<file path="src/hdl/i2cavg_pkg.sv">
`timescale 1ns / 1ps

package i2cavg_pkg;

    localparam int MAX_SAMPLES = 64;
    localparam int SAMPLE_W    = 16;
    localparam int CNT_W       = $clog2(MAX_SAMPLES + 1);
    localparam int SUM_W       = SAMPLE_W + $clog2(MAX_SAMPLES);
    localparam int STEP_W      = $clog2(SUM_W);

    localparam int CFG_IDX_W  = 3;
    localparam int CFG_DATA_W = 16;

    localparam logic [CFG_IDX_W-1:0] CFG_DEVICE_ADDRESS = 3'd0;
    localparam logic [CFG_IDX_W-1:0] CFG_CONFIG_HIGH    = 3'd1;
    localparam logic [CFG_IDX_W-1:0] CFG_CONFIG_LOW     = 3'd2;
    localparam logic [CFG_IDX_W-1:0] CFG_SAMPLE_COUNT   = 3'd3;
    localparam logic [CFG_IDX_W-1:0] CFG_SETTLE_TICKS   = 3'd4;

    localparam logic [6:0]  RST_DEVICE_ADDRESS = 7'd72;
    localparam logic [7:0]  RST_CONFIG_HIGH    = 8'd133;
    localparam logic [7:0]  RST_CONFIG_LOW     = 8'd131;
    localparam logic [6:0]  RST_SAMPLE_COUNT   = 7'd30;
    localparam logic [15:0] RST_SETTLE_TICKS   = 16'd1000;

    localparam logic [7:0] PTR_CONFIG     = 8'h01;
    localparam logic [7:0] PTR_CONVERSION = 8'h00;

    typedef enum logic [4:0] {
        PH_IDLE   = 5'd0,
        PH_CSTART = 5'd1,
        PH_CADDR  = 5'd2,
        PH_CPTR   = 5'd3,
        PH_CHI    = 5'd4,
        PH_CLO    = 5'd5,
        PH_CSTOP  = 5'd6,
        PH_WAIT   = 5'd7,
        PH_PSTART = 5'd8,
        PH_PADDR  = 5'd9,
        PH_PPTR   = 5'd10,
        PH_PSTOP  = 5'd11,
        PH_RSTART = 5'd12,
        PH_RADDR  = 5'd13,
        PH_RMSB   = 5'd14,
        PH_RLSB   = 5'd15,
        PH_RSTOP  = 5'd16
    } t_phase;

    typedef struct packed {
        logic start_request;
        logic sda_in;
    } t_in_item;

    typedef struct packed {
        logic                scl_level;
        logic                sda_release;
        logic                busy_res;
        logic                average_valid;
        logic [SAMPLE_W-1:0] average_value;
    } t_out_item;

    typedef struct packed {
        logic [6:0]  device_address;
        logic [7:0]  config_high;
        logic [7:0]  config_low;
        logic [6:0]  sample_count;
        logic [15:0] settle_ticks;
    } t_cfg;

    typedef struct packed {
        logic scl;
        logic sda;
        logic busy;
        logic div_go;
    } t_step;

endpackage

</file>
<file path="src/hdl/i2c_adc_sampler_averager_unit.sv">
// Ticked I2C master that averages converter readings. Each input beat is one SCL phase
// (start_request, sampled sda_in) and yields exactly one output beat with the SCL and SDA
// drive for that phase, busy_res, and the held average. A start request while idle runs
// sample_count rounds (0 runs one, more than MAX_SAMPLES runs MAX_SAMPLES) of config
// write, settle wait, pointer write and two-byte read, and the beat that closes the last
// read carries average_valid with floor(sum / samples). Timing: a beat's result is
// registered for the next clock; the beat that closes a measurement waits for the
// average from a restoring divider that retires one quotient bit per clock. The input
// is ready whenever the divider is idle and the output register is empty or being
// drained. The configuration port is always ready; write only between runs.
`timescale 1ns / 1ps

module i2c_adc_sampler_averager_unit (
    input  logic                                i_clk,
    input  logic                                i_rst_n,
    input  logic                                i_in_valid,
    output logic                                o_in_ready,
    input  i2cavg_pkg::t_in_item                i_in_data,
    output logic                                o_out_valid,
    input  logic                                i_out_ready,
    output i2cavg_pkg::t_out_item               o_out_data,
    input  logic                                i_cfg_valid,
    output logic                                o_cfg_ready,
    input  logic [i2cavg_pkg::CFG_IDX_W-1:0]    i_cfg_index,
    input  logic [i2cavg_pkg::CFG_DATA_W-1:0]   i_cfg_data
);
    import i2cavg_pkg::*;

    t_cfg                r_cfg;
    logic                r_out_valid;
    t_out_item           r_out;
    logic                r_div_wait;
    logic                r_hold_scl;
    logic                r_hold_sda;
    logic [SAMPLE_W-1:0] r_last_avg;

    logic                in_take;
    t_step               step;
    logic [SUM_W-1:0]    sum;
    logic [CNT_W-1:0]    count;
    logic                div_done;
    logic [SAMPLE_W-1:0] quot;

    assign o_in_ready  = !r_div_wait && (!r_out_valid || i_out_ready);
    assign in_take     = i_in_valid && o_in_ready;
    assign o_cfg_ready = 1'b1;

    i2cavg_seq u_seq (
        .i_clk   (i_clk),
        .i_rst_n (i_rst_n),
        .i_step  (in_take),
        .i_in    (i_in_data),
        .i_cfg   (r_cfg),
        .o_step  (step),
        .o_sum   (sum),
        .o_count (count)
    );

    i2cavg_div u_div (
        .i_clk      (i_clk),
        .i_rst_n    (i_rst_n),
        .i_go       (in_take && step.div_go),
        .i_dividend (sum),
        .i_divisor  (count),
        .o_done     (div_done),
        .o_quot     (quot)
    );

    always_ff @(posedge i_clk) begin
        if (!i_rst_n) begin
            r_cfg.device_address <= RST_DEVICE_ADDRESS;
            r_cfg.config_high    <= RST_CONFIG_HIGH;
            r_cfg.config_low     <= RST_CONFIG_LOW;
            r_cfg.sample_count   <= RST_SAMPLE_COUNT;
            r_cfg.settle_ticks   <= RST_SETTLE_TICKS;
        end else if (i_cfg_valid) begin
            case (i_cfg_index)
                CFG_DEVICE_ADDRESS: r_cfg.device_address <= i_cfg_data[6:0];
                CFG_CONFIG_HIGH:    r_cfg.config_high    <= i_cfg_data[7:0];
                CFG_CONFIG_LOW:     r_cfg.config_low     <= i_cfg_data[7:0];
                CFG_SAMPLE_COUNT:   r_cfg.sample_count   <= i_cfg_data[6:0];
                CFG_SETTLE_TICKS:   r_cfg.settle_ticks   <= i_cfg_data;
                default: ;
            endcase
        end
    end

    always_ff @(posedge i_clk) begin
        if (!i_rst_n) begin
            r_out_valid <= 1'b0;
            r_div_wait  <= 1'b0;
            r_last_avg  <= '0;
        end else begin
            if (div_done) begin
                r_out_valid <= 1'b1;
                r_div_wait  <= 1'b0;
                r_last_avg  <= quot;
            end else if (in_take) begin
                r_out_valid <= !step.div_go;
                r_div_wait  <= step.div_go;
            end else if (i_out_ready) begin
                r_out_valid <= 1'b0;
            end
        end
    end

    // result beat, or hold the bus levels until the quotient lands
    always_ff @(posedge i_clk) begin
        if (div_done) begin
            r_out.scl_level     <= r_hold_scl;
            r_out.sda_release   <= r_hold_sda;
            r_out.busy_res      <= 1'b0;
            r_out.average_valid <= 1'b1;
            r_out.average_value <= quot;
        end else if (in_take) begin
            r_hold_scl          <= step.scl;
            r_hold_sda          <= step.sda;
            r_out.scl_level     <= step.scl;
            r_out.sda_release   <= step.sda;
            r_out.busy_res      <= step.busy;
            r_out.average_valid <= 1'b0;
            r_out.average_value <= r_last_avg;
        end
    end

    assign o_out_valid = r_out_valid;
    assign o_out_data  = r_out;

endmodule

</file>
<file path="src/hdl/i2cavg_div.sv">
`timescale 1ns / 1ps

module i2cavg_div (
    input  logic                          i_clk,
    input  logic                          i_rst_n,
    input  logic                          i_go,
    input  logic [i2cavg_pkg::SUM_W-1:0]  i_dividend,
    input  logic [i2cavg_pkg::CNT_W-1:0]  i_divisor,
    output logic                          o_done,
    output logic [i2cavg_pkg::SAMPLE_W-1:0] o_quot
);
    import i2cavg_pkg::*;

    logic              r_busy, n_busy;
    logic              r_done, n_done;
    logic [STEP_W-1:0] r_cnt, n_cnt;
    logic [CNT_W-1:0]  r_rem, n_rem;
    logic [CNT_W-1:0]  r_dvs, n_dvs;
    logic [SUM_W-1:0]  r_quo, n_quo;
    logic [CNT_W:0]    trial;
    logic [CNT_W:0]    diff;
    logic              fits;

    // one quotient bit per cycle, restoring
    assign trial = {r_rem, r_quo[SUM_W-1]};
    assign diff  = trial - {1'b0, r_dvs};
    assign fits  = trial >= {1'b0, r_dvs};

    always_comb begin
        n_busy = r_busy;
        n_done = 1'b0;
        n_cnt  = r_cnt;
        n_rem  = r_rem;
        n_dvs  = r_dvs;
        n_quo  = r_quo;
        if (i_go) begin
            n_busy = 1'b1;
            n_cnt  = '0;
            n_rem  = '0;
            n_dvs  = i_divisor;
            n_quo  = i_dividend;
        end else if (r_busy) begin
            n_rem = fits ? diff[CNT_W-1:0] : trial[CNT_W-1:0];
            n_quo = {r_quo[SUM_W-2:0], fits};
            n_cnt = r_cnt + STEP_W'(1);
            if (r_cnt == STEP_W'(SUM_W - 1)) begin
                n_busy = 1'b0;
                n_done = 1'b1;
            end
        end
    end

    always_ff @(posedge i_clk) begin
        if (!i_rst_n) begin
            r_busy <= 1'b0;
            r_done <= 1'b0;
            r_cnt  <= '0;
        end else begin
            r_busy <= n_busy;
            r_done <= n_done;
            r_cnt  <= n_cnt;
        end
        r_rem <= n_rem;
        r_dvs <= n_dvs;
        r_quo <= n_quo;
    end

    assign o_done = r_done;
    assign o_quot = r_quo[SAMPLE_W-1:0];

endmodule

</file>
<file path="src/hdl/i2cavg_seq.sv">
`timescale 1ns / 1ps

module i2cavg_seq (
    input  logic                         i_clk,
    input  logic                         i_rst_n,
    input  logic                         i_step,
    input  i2cavg_pkg::t_in_item         i_in,
    input  i2cavg_pkg::t_cfg             i_cfg,
    output i2cavg_pkg::t_step            o_step,
    output logic [i2cavg_pkg::SUM_W-1:0] o_sum,
    output logic [i2cavg_pkg::CNT_W-1:0] o_count
);
    import i2cavg_pkg::*;

    t_phase           r_phase, n_phase;
    logic [3:0]       r_bit, n_bit;
    logic [15:0]      r_wait, n_wait;
    logic [7:0]       r_shift, n_shift;
    logic [7:0]       r_high, n_high;
    logic [SUM_W-1:0] r_sum, n_sum;
    logic [CNT_W-1:0] r_done, n_done;

    logic             scl, sda, div_go;
    logic             ent;
    t_phase           ent_ph;
    logic             half;
    logic             bit_live;
    logic [CNT_W-1:0] eff_count;
    logic [CNT_W-1:0] done_inc;
    logic [15:0]      wait_inc;

    function automatic logic is_write(input t_phase p);
        return (p == PH_CADDR) || (p == PH_CPTR) || (p == PH_CHI) || (p == PH_CLO) ||
               (p == PH_PADDR) || (p == PH_PPTR) || (p == PH_RADDR);
    endfunction

    function automatic logic [7:0] byte_for(input t_phase p, input t_cfg c);
        logic [7:0] b;
        case (p)
            PH_CADDR, PH_PADDR: b = {c.device_address, 1'b0};
            PH_CPTR:            b = PTR_CONFIG;
            PH_CHI:             b = c.config_high;
            PH_CLO:             b = c.config_low;
            PH_RADDR:           b = {c.device_address, 1'b1};
            default:            b = PTR_CONVERSION;
        endcase
        return b;
    endfunction

    assign half     = r_wait[0];
    assign bit_live = !r_bit[3];
    assign done_inc = r_done + CNT_W'(1);
    assign wait_inc = r_wait + 16'd1;

    always_comb begin
        if (i_cfg.sample_count == 7'd0) begin
            eff_count = CNT_W'(1);
        end else if (int'(i_cfg.sample_count) > MAX_SAMPLES) begin
            eff_count = CNT_W'(MAX_SAMPLES);
        end else begin
            eff_count = CNT_W'(i_cfg.sample_count);
        end
    end

    // bus levels
    always_comb begin
        scl = 1'b1;
        sda = 1'b1;
        case (r_phase)
            PH_CSTART, PH_PSTART, PH_RSTART: begin
                sda = (r_wait == 16'd0);
            end
            PH_CADDR, PH_CPTR, PH_CHI, PH_CLO, PH_PADDR, PH_PPTR, PH_RADDR: begin
                scl = half;
                sda = bit_live ? r_shift[7] : 1'b1;
            end
            PH_RMSB, PH_RLSB: begin
                scl = half;
                sda = bit_live ? 1'b1 : (r_phase != PH_RMSB);
            end
            PH_CSTOP, PH_PSTOP, PH_RSTOP: begin
                if (r_wait == 16'd0) begin
                    scl = 1'b0;
                    sda = 1'b0;
                end else if (r_wait == 16'd1) begin
                    sda = 1'b0;
                end
            end
            default: begin
                scl = 1'b1;
                sda = 1'b1;
            end
        endcase
    end

    // next state
    always_comb begin
        n_phase = r_phase;
        n_bit   = r_bit;
        n_wait  = r_wait;
        n_shift = r_shift;
        n_high  = r_high;
        n_sum   = r_sum;
        n_done  = r_done;
        div_go  = 1'b0;
        ent     = 1'b0;
        ent_ph  = PH_IDLE;
        case (r_phase)
            PH_CSTART, PH_PSTART, PH_RSTART: begin
                if (r_wait == 16'd0) begin
                    n_wait = 16'd1;
                end else begin
                    ent    = 1'b1;
                    ent_ph = t_phase'(r_phase + 5'd1);
                end
            end
            PH_CADDR, PH_CPTR, PH_CHI, PH_CLO, PH_PADDR, PH_PPTR, PH_RADDR: begin
                if (!half) begin
                    n_wait = 16'd1;
                end else if (bit_live) begin
                    n_wait  = 16'd0;
                    n_shift = {r_shift[6:0], 1'b0};
                    n_bit   = r_bit + 4'd1;
                end else begin
                    ent    = 1'b1;
                    ent_ph = t_phase'(r_phase + 5'd1);
                end
            end
            PH_RMSB, PH_RLSB: begin
                if (!half) begin
                    n_wait = 16'd1;
                end else if (bit_live) begin
                    n_wait  = 16'd0;
                    n_shift = {r_shift[6:0], i_in.sda_in};
                    n_bit   = r_bit + 4'd1;
                end else begin
                    if (r_phase == PH_RMSB) begin
                        n_high = r_shift;
                    end
                    ent    = 1'b1;
                    ent_ph = t_phase'(r_phase + 5'd1);
                end
            end
            PH_CSTOP, PH_PSTOP, PH_RSTOP: begin
                if (r_wait == 16'd0) begin
                    n_wait = 16'd1;
                end else if (r_wait == 16'd1) begin
                    n_wait = 16'd2;
                end else if (r_phase == PH_CSTOP) begin
                    ent    = 1'b1;
                    ent_ph = (i_cfg.settle_ticks == 16'd0) ? PH_PSTART : PH_WAIT;
                end else if (r_phase == PH_PSTOP) begin
                    ent    = 1'b1;
                    ent_ph = PH_RSTART;
                end else begin
                    n_sum  = r_sum + SUM_W'({r_high, r_shift});
                    n_done = done_inc;
                    ent    = 1'b1;
                    if (done_inc >= eff_count) begin
                        div_go = 1'b1;
                        ent_ph = PH_IDLE;
                    end else begin
                        ent_ph = PH_CSTART;
                    end
                end
            end
            PH_WAIT: begin
                n_wait = wait_inc;
                if (wait_inc >= i_cfg.settle_ticks) begin
                    ent    = 1'b1;
                    ent_ph = PH_PSTART;
                end
            end
            default: begin
                n_phase = PH_IDLE;
                if (i_in.start_request) begin
                    n_sum  = '0;
                    n_done = '0;
                    ent    = 1'b1;
                    ent_ph = PH_CSTART;
                end
            end
        endcase
        if (ent) begin
            n_phase = ent_ph;
            n_wait  = 16'd0;
            n_bit   = 4'd0;
            if (is_write(ent_ph)) begin
                n_shift = byte_for(ent_ph, i_cfg);
            end else if (ent_ph == PH_RMSB || ent_ph == PH_RLSB) begin
                n_shift = 8'd0;
            end
        end
    end

    always_ff @(posedge i_clk) begin
        if (!i_rst_n) begin
            r_phase <= PH_IDLE;
            r_bit   <= '0;
            r_wait  <= '0;
            r_shift <= '0;
            r_high  <= '0;
            r_sum   <= '0;
            r_done  <= '0;
        end else if (i_step) begin
            r_phase <= n_phase;
            r_bit   <= n_bit;
            r_wait  <= n_wait;
            r_shift <= n_shift;
            r_high  <= n_high;
            r_sum   <= n_sum;
            r_done  <= n_done;
        end
    end

    assign o_step.scl    = scl;
    assign o_step.sda    = sda;
    assign o_step.busy   = (n_phase != PH_IDLE);
    assign o_step.div_go = div_go;
    assign o_sum         = n_sum;
    assign o_count       = n_done;

endmodule

</file>
<file path="config.mk">
export PLATFORM = sky130hd
export DESIGN_NAME = i2c_adc_sampler_averager_unit
export DESIGN_NICKNAME = d
export VERILOG_FILES = /design/src/hdl/i2cavg_pkg.sv /design/src/hdl/i2c_adc_sampler_averager_unit.sv /design/src/hdl/i2cavg_div.sv /design/src/hdl/i2cavg_seq.sv
export SDC_FILE = /design/constraint.sdc
export NUM_CORES = 1
export LEC_CHECK = 0
export ABC_CLOCK_PERIOD_IN_PS = 7200
export BUFFER_PORTS_ARGS = -buffer_cell sky130_fd_sc_hd__buf_4
export CAP_MARGIN = 40
export CORE_ASPECT_RATIO = 1.4
export CORE_UTILIZATION = 35
export DETAILED_ROUTE_END_ITERATION = 8
export HOLD_SLACK_MARGIN = 0.1
export SLEW_MARGIN = 10
export SYNTH_ARGS = -nofsm -noshare
export SYNTH_HDL_FRONTEND = slang
export SYNTH_SLANG_ARGS = --single-unit
</file>
<file path="constraint.sdc">
create_clock -name i_clk -period 7.2 [get_ports i_clk]
set_clock_uncertainty 0.05 [all_clocks]
set_input_delay 1.08 -clock i_clk [delete_from_list [all_inputs] [get_ports i_clk]]
set_output_delay 1.08 -clock i_clk [all_outputs]
set_load 0.02 [all_outputs]
</file>
==> impl_metrics.toml, run 1 <==
[grt]
grt_usage_pct = 17.0
grt_max_degree = 50
antenna_found_initial = 0
grt_pass1_wl_mm = 44.6
first_global_vias = 8788
grt_overflow = 0

[layout]
regArea_um2 = 4480
layout_commonest_cell = "nand2_1"
layout.nets = 1362
layout_common_cells = "nand2_1 (163), dfxtp_1 (149), nor2_1 (133)"
final_layout_size_suffix_gt1_share_pct = 10.6
syn_to_final_growth_pct = 11.8
fillCellCount = 3126
multiInputGateArea_um2 = 6170
final_cell_count_no_fill = 1679
diodes = 0
final_core_util_pct = 40.0

[floorplan]
placeableCoreArea_um2 = 31000
die_x_um = 152
rows = 76
die_y_um = 213
initial_utilization_pct = 35.8
ios = 49
die_area_um2 = 32400

[critical_path]
critPathTopFamily = "simple AND/OR/NAND/NOR gates"
worstPathRequired_ns = 7.52
path_common_cell = "nand3_1"
critPathCaptureType = "flip-flop"
crit_chain = "nand3_1 -> nor3_1 -> and3_1 -> nand3_1 -> nor2_1 -> nand3_1 -> xnor2_1 -> ha_1 -> nand2_1 -> o21bai_1 -> or3_1 -> a21oi_1 -> nor2_1 -> nor3_2 -> nand2_1 -> or4_1 -> a21oi_1"
slowest_delay_ns = 0.70
arrival_ns = 5.22
worstPathMaxFanout = 14
crit_slowest_cell = "nor3_2"
critPathBufInv = 0
cp-start-kind = "flip-flop"
crit_type = "flip-flop to flip-flop"

[worst_hold_path]
hold_path.class = "flip-flop to flip-flop"

[drt]
viasPerCell = 5.47
wl_met3_um = 786
top_layer = "met4"
wl_met1_mm = 12.2
met2_length_mm = 13.6
ant_nets = 0
wl_per_cell_um = 16.3
drcViolationCount = 0
vias = 9177
drt_iter0_drc = 565
finalWirelength_mm = 27.3
drt_pass1_iterations = 7

[power]
comb_power_share_pct = 11.6
p_per_area_nw_per_um2 = 198
power.internal_mw = 1.78
power_switching_share_pct = 27.6
clkPwrFrac_pct = 39.7
total_leakage_power_nw = 4.86
vdd_drop_max_uv = 138
fin_total_pwr_mw = 2.46
switchingPower_mw = 0.679
pwr-share-seq_pct = 48.6

[logic_synthesis]
synth_area_leaders = "dfxtp_1 (27%), edfxtp_1 (13%), ha_1 (6.5%)"
synth_nets = 1350
ys_ff_latch = 199
avgSynthCellArea_um2 = 8.78
synth_top_area_share_pct = 27.1
yosysTopAreaCell = "dfxtp_1"
ys_async_sr_fraction_pct = 0
synth_cells = 1264
synth_edf_count = 49
ys_seq_area_share_pct = 40.3
yosys_warnings = 0
yosys_most_used_dff = "dfxtp_1"
ys_types = 87
syn_area_um2 = 11100

[clock_tree]
cts_buffers = 17
ctsResizeCount = 0
cts.sinks = 199
holdBufCountCts = 0
cts-root-buf = "clkbuf_16"
cts_max_level = 4
cts_setup_buffers = 0
clock_path_buffers = 2
cts_tree = "built"
clk_pin_slew_ns = 0.07
clock_latency_ns = 0.45

[flow_run]
drv_cap = 0

[sta]
timing.final.crit_share_pct = 68.0
holdWs_ns = 0.414
final-max-slew-violation-count = 0
tns_ns = 0
rsz0062_at_grt = "no"
relSlewSlack_pct = 40.9
worst_slew_pin_slew_ns = 0.883
hold_violations = 0
timing.fmax_mhz = 204
setup_viol = 0
layout_min_cycle_time_ns = 4.90

[placement]
dp_cells = 1647
place_congestion = 0.922
port_buffers = 47
place_hpwl_mm = 19.8

[status]
status = "complete, no violations"
## layer usage
layer | vias up | global-route usage (%)
li1 | 4595 | -
met1 | 4340 | 20.0
met2 | 196 | 30.9
met3 | 46 | 2.49
met4 | 0 | 6.83
met5 | - | 0
## layout make-up
cell class | instances | area share, %
Clock buffer | 19 | 3.57
Clock inverter | 13 | 1.22
Inverter | 43 | 1.30
Multi-Input combinational cell | 953 | 49.8
Sequential cell | 199 | 36.1
Tap cell | 390 | 3.94
Timing Repair Buffer | 62 | 4.08
## flip-flops by register name (all words and copies together) (netlist names), 4 cells and up
signal,cells
u_div.r_rem,7
u_seq.r_done,7
u_seq.r_high,8
u_seq.r_wait,16
u_seq.r_phase,5
r_cfg,46
o_out_data,20
r_last_avg,16
u_seq.r_bit,4
u_div.r_cnt,5
u_div.r_quo,22
u_seq.r_shift,8
u_seq.r_sum,22
u_div.r_dvs,7
## synth_stat cells, types with 9 or more instances
cell type    n
nand2_1    163
dfxtp_1    150
nor2_1     133
a21oi_1    107
ha_1        58
clkbuf_1    50
edfxtp_1    49
nand3_1     47
o21ai_0     47
inv_1       43
mux2i_1     31
nor3_1      27
o211ai_1    26
xnor2_1     23
a22oi_1     21
a22o_1      19
xor2_1      19
a21o_1      18
a211oi_1    13
and3_1      13
nand2b_1    12
nor2b_1     11
and2_1      10
buf_2       10
nand4_1      9
## power groups by stage
| stage | combinational, mW | sequential (mW) | clock, mW |
|---|---|---|---|
| after floorplan | 0.194 | 1.22 | 0 |
| after global placement | 0.280 | 1.22 | 0 |
| after detailed placement | 0.285 | 1.22 | 0 |
| after CTS | 0.286 | 1.20 | 0.996 |
| after global routing | 0.316 | 1.20 | 1.03 |
| final | 0.286 | 1.20 | 0.977 |
## final timing paths
path                                                   start                       endpoint  slack, ns  cells after the start
worst max register to register  u_seq.r_wait[0]$_SDFFE_PN0P_  u_seq.r_wait[13]$_SDFFE_PN0P_       2.30                     17
worst min register to register   o_out_data[16]$_SDFFE_PP1P_    o_out_data[16]$_SDFFE_PP1P_       0.41                      1
worst min-delay path             o_out_data[16]$_SDFFE_PP1P_    o_out_data[16]$_SDFFE_PP1P_       0.41                      1
worst max-delay path            u_seq.r_wait[0]$_SDFFE_PN0P_  u_seq.r_wait[13]$_SDFFE_PN0P_       2.30                     17
## per-stage QoR
stage | setup WS [ns] | instance area (µm²)
final | 2.30 | 12400
after global routing | 1.86 | 12400
after CTS | 2.32 | 12400
after detailed placement | 2.35 | 11800
after global placement | 2.57 | 11700
after floorplan | 3.24 | 11100
## kinds of logic after synthesis
| logic type | Yosys count | synth area share (%) |
|---|---|---|
| muxes | 39 | 3.78 |
| and+or+nand+nor | 470 | 19.7 |
| xor gates and xnor gates | 42 | 3.32 |
| DFF | 199 | 40.3 |
| buffers and inverters | 112 | 4.04 |
| adders and majority gates | 60 | 6.90 |
| AOI/OAI and AO/OA | 341 | 21.9 |
| other | 1 | 0.0338 |
(Power assumes the default switching activity.)
==> run 2, diff against run 1 <==
Settings changed: ABC_CLOCK_PERIOD_IN_PS 7200 to 4000.
Clock period 7.2 ns to 4 ns, I/O delays scaled along.
==> run 2 against run 1 <==
The run now ends with design-rule violations left. Global-route usage increased by 0.63 points. First-iteration DRC count is 9.4% lower. Non-clock buffer count grew 35. Critical path type unchanged. Critical endpoint is now u_seq.r_shift[6]$_SDFFE_PN0P_. Highest routed layer unchanged.
==> impl_metrics.toml, run 2 (synthesis gave the netlist of run 1 again) <==
[status]
violations = "design-rule violations"
status = "complete, but fails checks"

[clock_tree]
cts-root-buf = "clkbuf_16"
clock_path_buffers = 2
holdBufCountCts = 0
cts_tree = "built"
cts_max_level = 4
cts.sinks = 199
clock_latency_ns = 0.45
clk_pin_slew_ns = 0.08
cts_buffers = 17

[drt]
viasPerCell = 5.40
vias = 9255
drt_pass1_iterations = 9
drcViolationCount = 2
ant_nets = 0
finalWirelength_mm = 27.9
wl_per_cell_um = 16.2
drt_iter0_drc = 512

[layout]
top_regs = "r_cfg x46, u_div.r_quo x22, u_seq.r_sum x22"
fillCellCount = 3143
layout.nets = 1397
final_layout_size_suffix_gt1_share_pct = 15.1
largest_register = "r_cfg"
largest_reg_flops = 46
layout_commonest_cell = "nand2_1"
syn_to_final_growth_pct = 15.1
final_cell_count_no_fill = 1714
layout_common_cells = "nand2_1 (162), dfxtp_1 (143), nor2_1 (128)"
diodes = 0
final_area_um2 = 12800

[grt]
first_global_vias = 8881
antenna_found_initial = 0
top_usage_layer = "met2"
grt_usage_pct = 17.6
use_met2_pct = 32.8
grt_use_met3_pct = 2.45
grt_max_degree = 43
grt_pass1_wl_mm = 45.7
use_met1_pct = 20.6
grt_overflow = 0

[floorplan]
initial_utilization_pct = 35.8
die_x_um = 152
die_area_um2 = 32400
ios = 49
die_y_um = 213
placeableCoreArea_um2 = 31000
rows = 76

[placement]
dp_cells = 1677
place_area_um2 = 12000
place_congestion = 0.944
place_hpwl_mm = 20.8
port_buffers = 47

[power]
clkPwrFrac_pct = 38.9
fin_total_pwr_mw = 4.44
power.internal_mw = 3.18
pwr-share-seq_pct = 48.3
power_switching_share_pct = 28.3
comb_power_share_pct = 12.8
total_leakage_power_nw = 5.03
vdd_drop_max_uv = 250
switchingPower_mw = 1.26
p_per_area_nw_per_um2 = 347

[worst_hold_path]
hold_path.class = "input pin to flip-flop"
min_path_cells = 3
min-delay-start = "i_cfg_data[8]"
min_to = "r_cfg[8]$_SDFFE_PN1P_"

[critical_path]
reg2reg_depth = 19
cp-start-kind = "flip-flop"
worstPathMaxFanout = 10
critPathCaptureType = "flip-flop"
r2r_start = "u_seq.r_wait[1]$_SDFFE_PN0P_"
crit_type = "flip-flop to flip-flop"
rrSetupSlack_ns = 0.22
r2r-end = "u_seq.r_shift[6]$_SDFFE_PN0P_"
worstPathRequired_ns = 4.26
arrival_ns = 4.04

[sta]
relSlewSlack_pct = 45.4
worst_slew_pin_slew_ns = 0.819
hold_violations = 0
setup_viol = 0
final-max-slew-violation-count = 0
holdWs_ns = 0.326
layout_min_cycle_time_ns = 3.78
timing.final.crit_share_pct = 94.4
timing.fmax_mhz = 265

[flow_run]
drv_cap = 0
==> run 2: changes by cell type in the layout (fill, tap and decap cells not counted), sizes merged <==
cell      previous run  this run
buf                 62        97
bufinv               1         0
clkbuf              19        18
clkinv               3         6
clkinvlp             0         1
inv                 52        50
==> run 2: routing by layer <==
layer	share of wire, %	up-vias	wire [µm]
li1	-	4676	-
met1	44	4380	12100
met2	51	158	14300
met3	2.7	41	748
met4	2.5	0	699
met5	0	-	0
==> run 2: layout make-up <==
cell class	count	area (µm²)	share of cell area, %
Clock buffer	18	439	3.44
Clock inverter	14	158	1.23
Inverter	43	161	1.26
Multi-Input combinational cell	953	6290	49.3
Sequential cell	199	4490	35.2
Tap cell	390	488	3.82
Timing Repair Buffer	97	741	5.80
==> run 2: worst max-delay path, cell delays in order (launching register included) <==
cell	delay [ns]
dfxtp_4	0.38
ha_4	0.14
nand3_2	0.10
nor2_2	0.11
and3_4	0.20
and3_4	0.20
nand3_2	0.09
nor2_2	0.11
xor2_1	0.20
ha_1	0.28
nand2_1	0.08
o21bai_1	0.09
or3_1	0.40
a21oi_2	0.18
nor2_2	0.07
o21ba_4	0.26
buf_12	0.16
mux2_4	0.29
a22oi_1	0.16
o211ai_1	0.11
==> run 2: power groups by stage <==
stage	registers [mW]	clock network (mW)	logic (mW)
after global routing	2.15	1.85	0.620
final	2.14	1.73	0.566
after floorplan	2.20	0	0.350
after global placement	2.19	0	0.551
after CTS	2.15	1.77	0.561
after detailed placement	2.19	0	0.556
==> run 2: timing repair <==
action	4_1_cts	5_1_grt
endpoints found under the setup margin	8	34
buffers inserted	0	5
resized for setup	2	33
pin swaps	0	12
==> run 2: worst max path at each step <==
stage	from	to	slack, ns	cells after the start
3_5_place_dp	u_seq.r_wait[1]$_SDFFE_PN0P_	u_seq.r_shift[3]$_SDFFE_PN0P_	-0.06	19
3_3_place_gp	u_seq.r_wait[1]$_SDFFE_PN0P_	u_seq.r_shift[2]$_SDFFE_PN0P_	0.07	19
5_1_grt	u_seq.r_wait[1]$_SDFFE_PN0P_	u_seq.r_shift[5]$_SDFFE_PN0P_	-0.02	19
6_report	u_seq.r_wait[1]$_SDFFE_PN0P_	u_seq.r_shift[6]$_SDFFE_PN0P_	0.22	19
4_1_cts	u_seq.r_wait[1]$_SDFFE_PN0P_	u_seq.r_shift[3]$_SDFFE_PN0P_	0.0005	19
2_1_floorplan	u_seq.r_wait[0]$_SDFFE_PN0P_	u_seq.r_shift[3]$_SDFFE_PN0P_	0.04	19
==> run 2: metrics by stage <==
| step | worst slack, ns | TNS [ns] | utilization, % |
|---|---|---|---|
| final | 0.224 | 0 | 41.2 |
| after global routing | -0.0206 | -0.0221 | 41.2 |
| after CTS | 0.000474 | 0 | 40.7 |
| after detailed placement | -0.0626 | -0.394 | 38.7 |
| after global placement | 0.0731 | 0 | 38.7 |
| after floorplan | 0.0393 | 0 | - |
==> run 3, diff against run 2 <==
Settings changed: ABC_AREA from default to 1, SKIP_CTS_REPAIR_TIMING from default to 1.
==> run 3 against run 2 <==
The run now ends clean. Maximum frequency up 1.1%. Sequential share of layout area down 0.79 points. Critical path depth up 5. Area after synthesis up 4.0%. Hold slack worse by 0.0069 ns. Global-route usage up 0.91 points. Utilization down 1.0 points. Routed wire length up 8.5%. Worst setup slack better by 0.039 ns. Critical path type unchanged. Highest routed layer unchanged.
==> impl_metrics.toml, run 3 <==
[floorplan]
ios = 49
placeableCoreArea_um2 = 32400
die_y_um = 217
rows = 78
die_x_um = 155
initial_utilization_pct = 35.6
die_area_um2 = 33700

[clock_tree]
clock_path_buffers = 2
clock_latency_ns = 0.45
cts_tree = "built"
cts-root-buf = "clkbuf_16"
cts_buffers = 17
clk_pin_slew_ns = 0.08
cts.sinks = 199
cts_max_level = 4

[sta]
relSlewSlack_pct = 47.8
timing.fmax_mhz = 268
setup_viol = 0
final-max-slew-violation-count = 0
worst_slew_pin_slew_ns = 0.782
layout_min_cycle_time_ns = 3.74
tns_ns = 0
timing.final.crit_share_pct = 93.4
hold_violations = 0

[logic_synthesis]
ys_async_sr_fraction_pct = 0
synth_area_leaders = "dfxtp_1 (26%), edfxtp_1 (13%), nand2_1 (11%)"
synthTopCellsByCount = "nand2_1 (352), inv_1 (221), nor2_1 (152)"
yosys_warnings = 0
yosys_most_used_dff = "dfxtp_1"
ys_types = 54
yosysTopAreaCell = "dfxtp_1"
synth_nets = 1706
synthMostInstantiatedCell = "nand2_1"
synth_cells = 1620
synth_top_area_share_pct = 26.0
avgSynthCellArea_um2 = 7.12
ys_ff_latch = 199
syn_area_um2 = 11500
synth_edf_count = 49
ys_seq_area_share_pct = 38.8

[layout]
largest_register = "r_cfg"
final_cell_count_no_fill = 2108
top_regs = "r_cfg x46, u_div.r_quo x22, u_seq.r_sum x22"
layout.nets = 1741
diodes = 0
largest_reg_flops = 46
syn_to_final_growth_pct = 12.8
layout_common_cells = "nand2_1 (350), inv_1 (220), nor2_1 (149), dfxtp_1 (149), o21ai_0 (145)"
final_core_util_pct = 40.2
layout_commonest_cell = "nand2_1"
final_layout_size_suffix_gt1_share_pct = 9.59

[grt]
use_met1_pct = 20.9
use_met2_pct = 34.6
grt_pass1_wl_mm = 50.1
grt_overflow = 0
first_global_vias = 10100
grt_usage_pct = 18.5
grt_max_degree = 69
top_usage_layer = "met2"
grt_use_met3_pct = 2.71
antenna_found_initial = 0

[critical_path]
critPathBufInv = 4
critPathCaptureType = "flip-flop"
cp-start-kind = "flip-flop"
worstPathRequired_ns = 4.34
arrival_ns = 4.07
slowest_delay_ns = 0.37
rrSetupSlack_ns = 0.26
critPathTopFamily = "simple AND/OR/NAND/NOR gates"
reg2reg_depth = 24
crit_start = "u_seq.r_wait[0]$_SDFFE_PN0P_"
crit_chain = "ha_1 -> nand3_1 -> nor2_1 -> inv_1 -> nor2_4 -> nand3_2 -> nor3_2 -> nand3_1 -> nor2_1 -> xor2_1 -> inv_1 -> ha_1 -> nand2_1 -> nor4_2 -> nand2_1 -> nand2_1 -> nand2_2 -> nand2_2 -> nand3_4 -> inv_1 -> o21ai_0 -> nand3_1 -> nand2_1 -> inv_1"
worstPathMaxFanout = 10
r2r-end = "u_seq.r_shift[0]$_SDFFE_PN0P_"
r2r_start = "u_seq.r_wait[0]$_SDFFE_PN0P_"
crit_slowest_cell = "dfxtp_2"
crit_type = "flip-flop to flip-flop"

[worst_hold_path]
hold_path.class = "input pin to flip-flop"
min_to = "r_cfg[8]$_SDFFE_PN1P_"
min-delay-start = "i_cfg_data[8]"
min_path_cells = 3

[drt]
drcViolationCount = 0
vias = 10500
finalWirelength_mm = 30.2
wl_per_cell_um = 14.3
viasPerCell = 4.97
drt_pass1_iterations = 5
drt_iter0_drc = 581
ant_nets = 0

[power]
pwr-share-seq_pct = 44.0
power.internal_mw = 3.43
p_per_area_nw_per_um2 = 402
vdd_drop_max_uv = 218
power_switching_share_pct = 34.4
total_leakage_power_nw = 6.01
switchingPower_mw = 1.80
clkPwrFrac_pct = 32.2
comb_power_share_pct = 23.8

[status]
status = "complete, no violations"

[placement]
dp_cells = 2074
place_hpwl_mm = 22.9
place_congestion = 0.897
port_buffers = 47

[flow_run]
drv_cap = 0
## run 3: cell types whose count changed in the layout (fill, tap and decap cells not counted), moves of 17 or more
| cell | previous run | this run |
|---|---|---|
| nand2_1 | 162 | 350 |
| inv_1 | 42 | 220 |
| o21ai_0 | 47 | 145 |
| nand3_1 | 43 | 98 |
| a21oi_1 | 105 | 142 |
| mux2i_1 | 31 | 0 |
| buf_4 | 96 | 67 |
| nor2_1 | 128 | 149 |
| a22o_1 | 19 | 2 |
## run 3: through the flow
step	total power, mW	setup WS [ns]	area [µm²]	hold slack (ns)
after floorplan	3.23	0.478	11500	0.380
after global placement	3.55	0.178	12300	0.383
after detailed placement	3.57	0.0912	12400	0.386
after CTS	5.26	0.0424	12900	0.305
after global routing	5.54	-0.114	13000	0.325
final	5.23	0.263	13000	0.319
## run 3: how the worst max path moves through the flow
stage                                     to  slack (ns)  cells past startpoint
5_1_grt        u_seq.r_wait[15]$_SDFFE_PN0P_       -0.11                     23
3_3_place_gp   u_seq.r_shift[0]$_SDFFE_PN0P_        0.18                     26
4_1_cts        u_seq.r_shift[2]$_SDFFE_PN0P_        0.04                     26
3_5_place_dp   u_seq.r_shift[4]$_SDFFE_PN0P_        0.09                     26
6_report       u_seq.r_shift[0]$_SDFFE_PN0P_        0.26                     24
2_1_floorplan  u_seq.r_shift[0]$_SDFFE_PN0P_        0.48                     26
## run 3: power groups by stage
| stage | Sequential, mW | Clock [mW] | Combinational (mW) |
|---|---|---|---|
| after floorplan | 2.33 | 0 | 0.893 |
| after global placement | 2.34 | 0 | 1.20 |
| after detailed placement | 2.34 | 0 | 1.23 |
| after CTS | 2.30 | 1.73 | 1.23 |
| after global routing | 2.32 | 1.81 | 1.41 |
| final | 2.30 | 1.68 | 1.25 |
## run 3: logic make-up (layout without fill, tap and decap cells)
logic type      after synthesis  after routing  synth area share (%)
compound gates              369            369                  17.6
xor+xnor                     25             25                  1.90
fa+ha+maj                    60             60                  6.64
buf+inv                     287            335                  9.81
flops                       199            199                  38.8
other cells                   1              1                0.0325
simple gates                679            679                  25.3
## run 3: area by class of cell
type	instances	area, µm²
fillers	3406	19400
multi-input cells	1134	6000
flip-flops and latches	199	4480
inverters	234	878
well taps	440	551
repair buffers	69	543
clock buffers	18	429
clock inverters	14	136
## run 3: tightest hold or removal path: stages
cell and delay [ns]:
buf_4 0.08, nand2_1 0.04, o211ai_1 0.06
## run 3: routing by layer
layer  wire (µm)  share of wire (%)
met3         976                3.2
met1       12600                 42
met5           0                  0
met2       15800                 52
met4         819                2.7
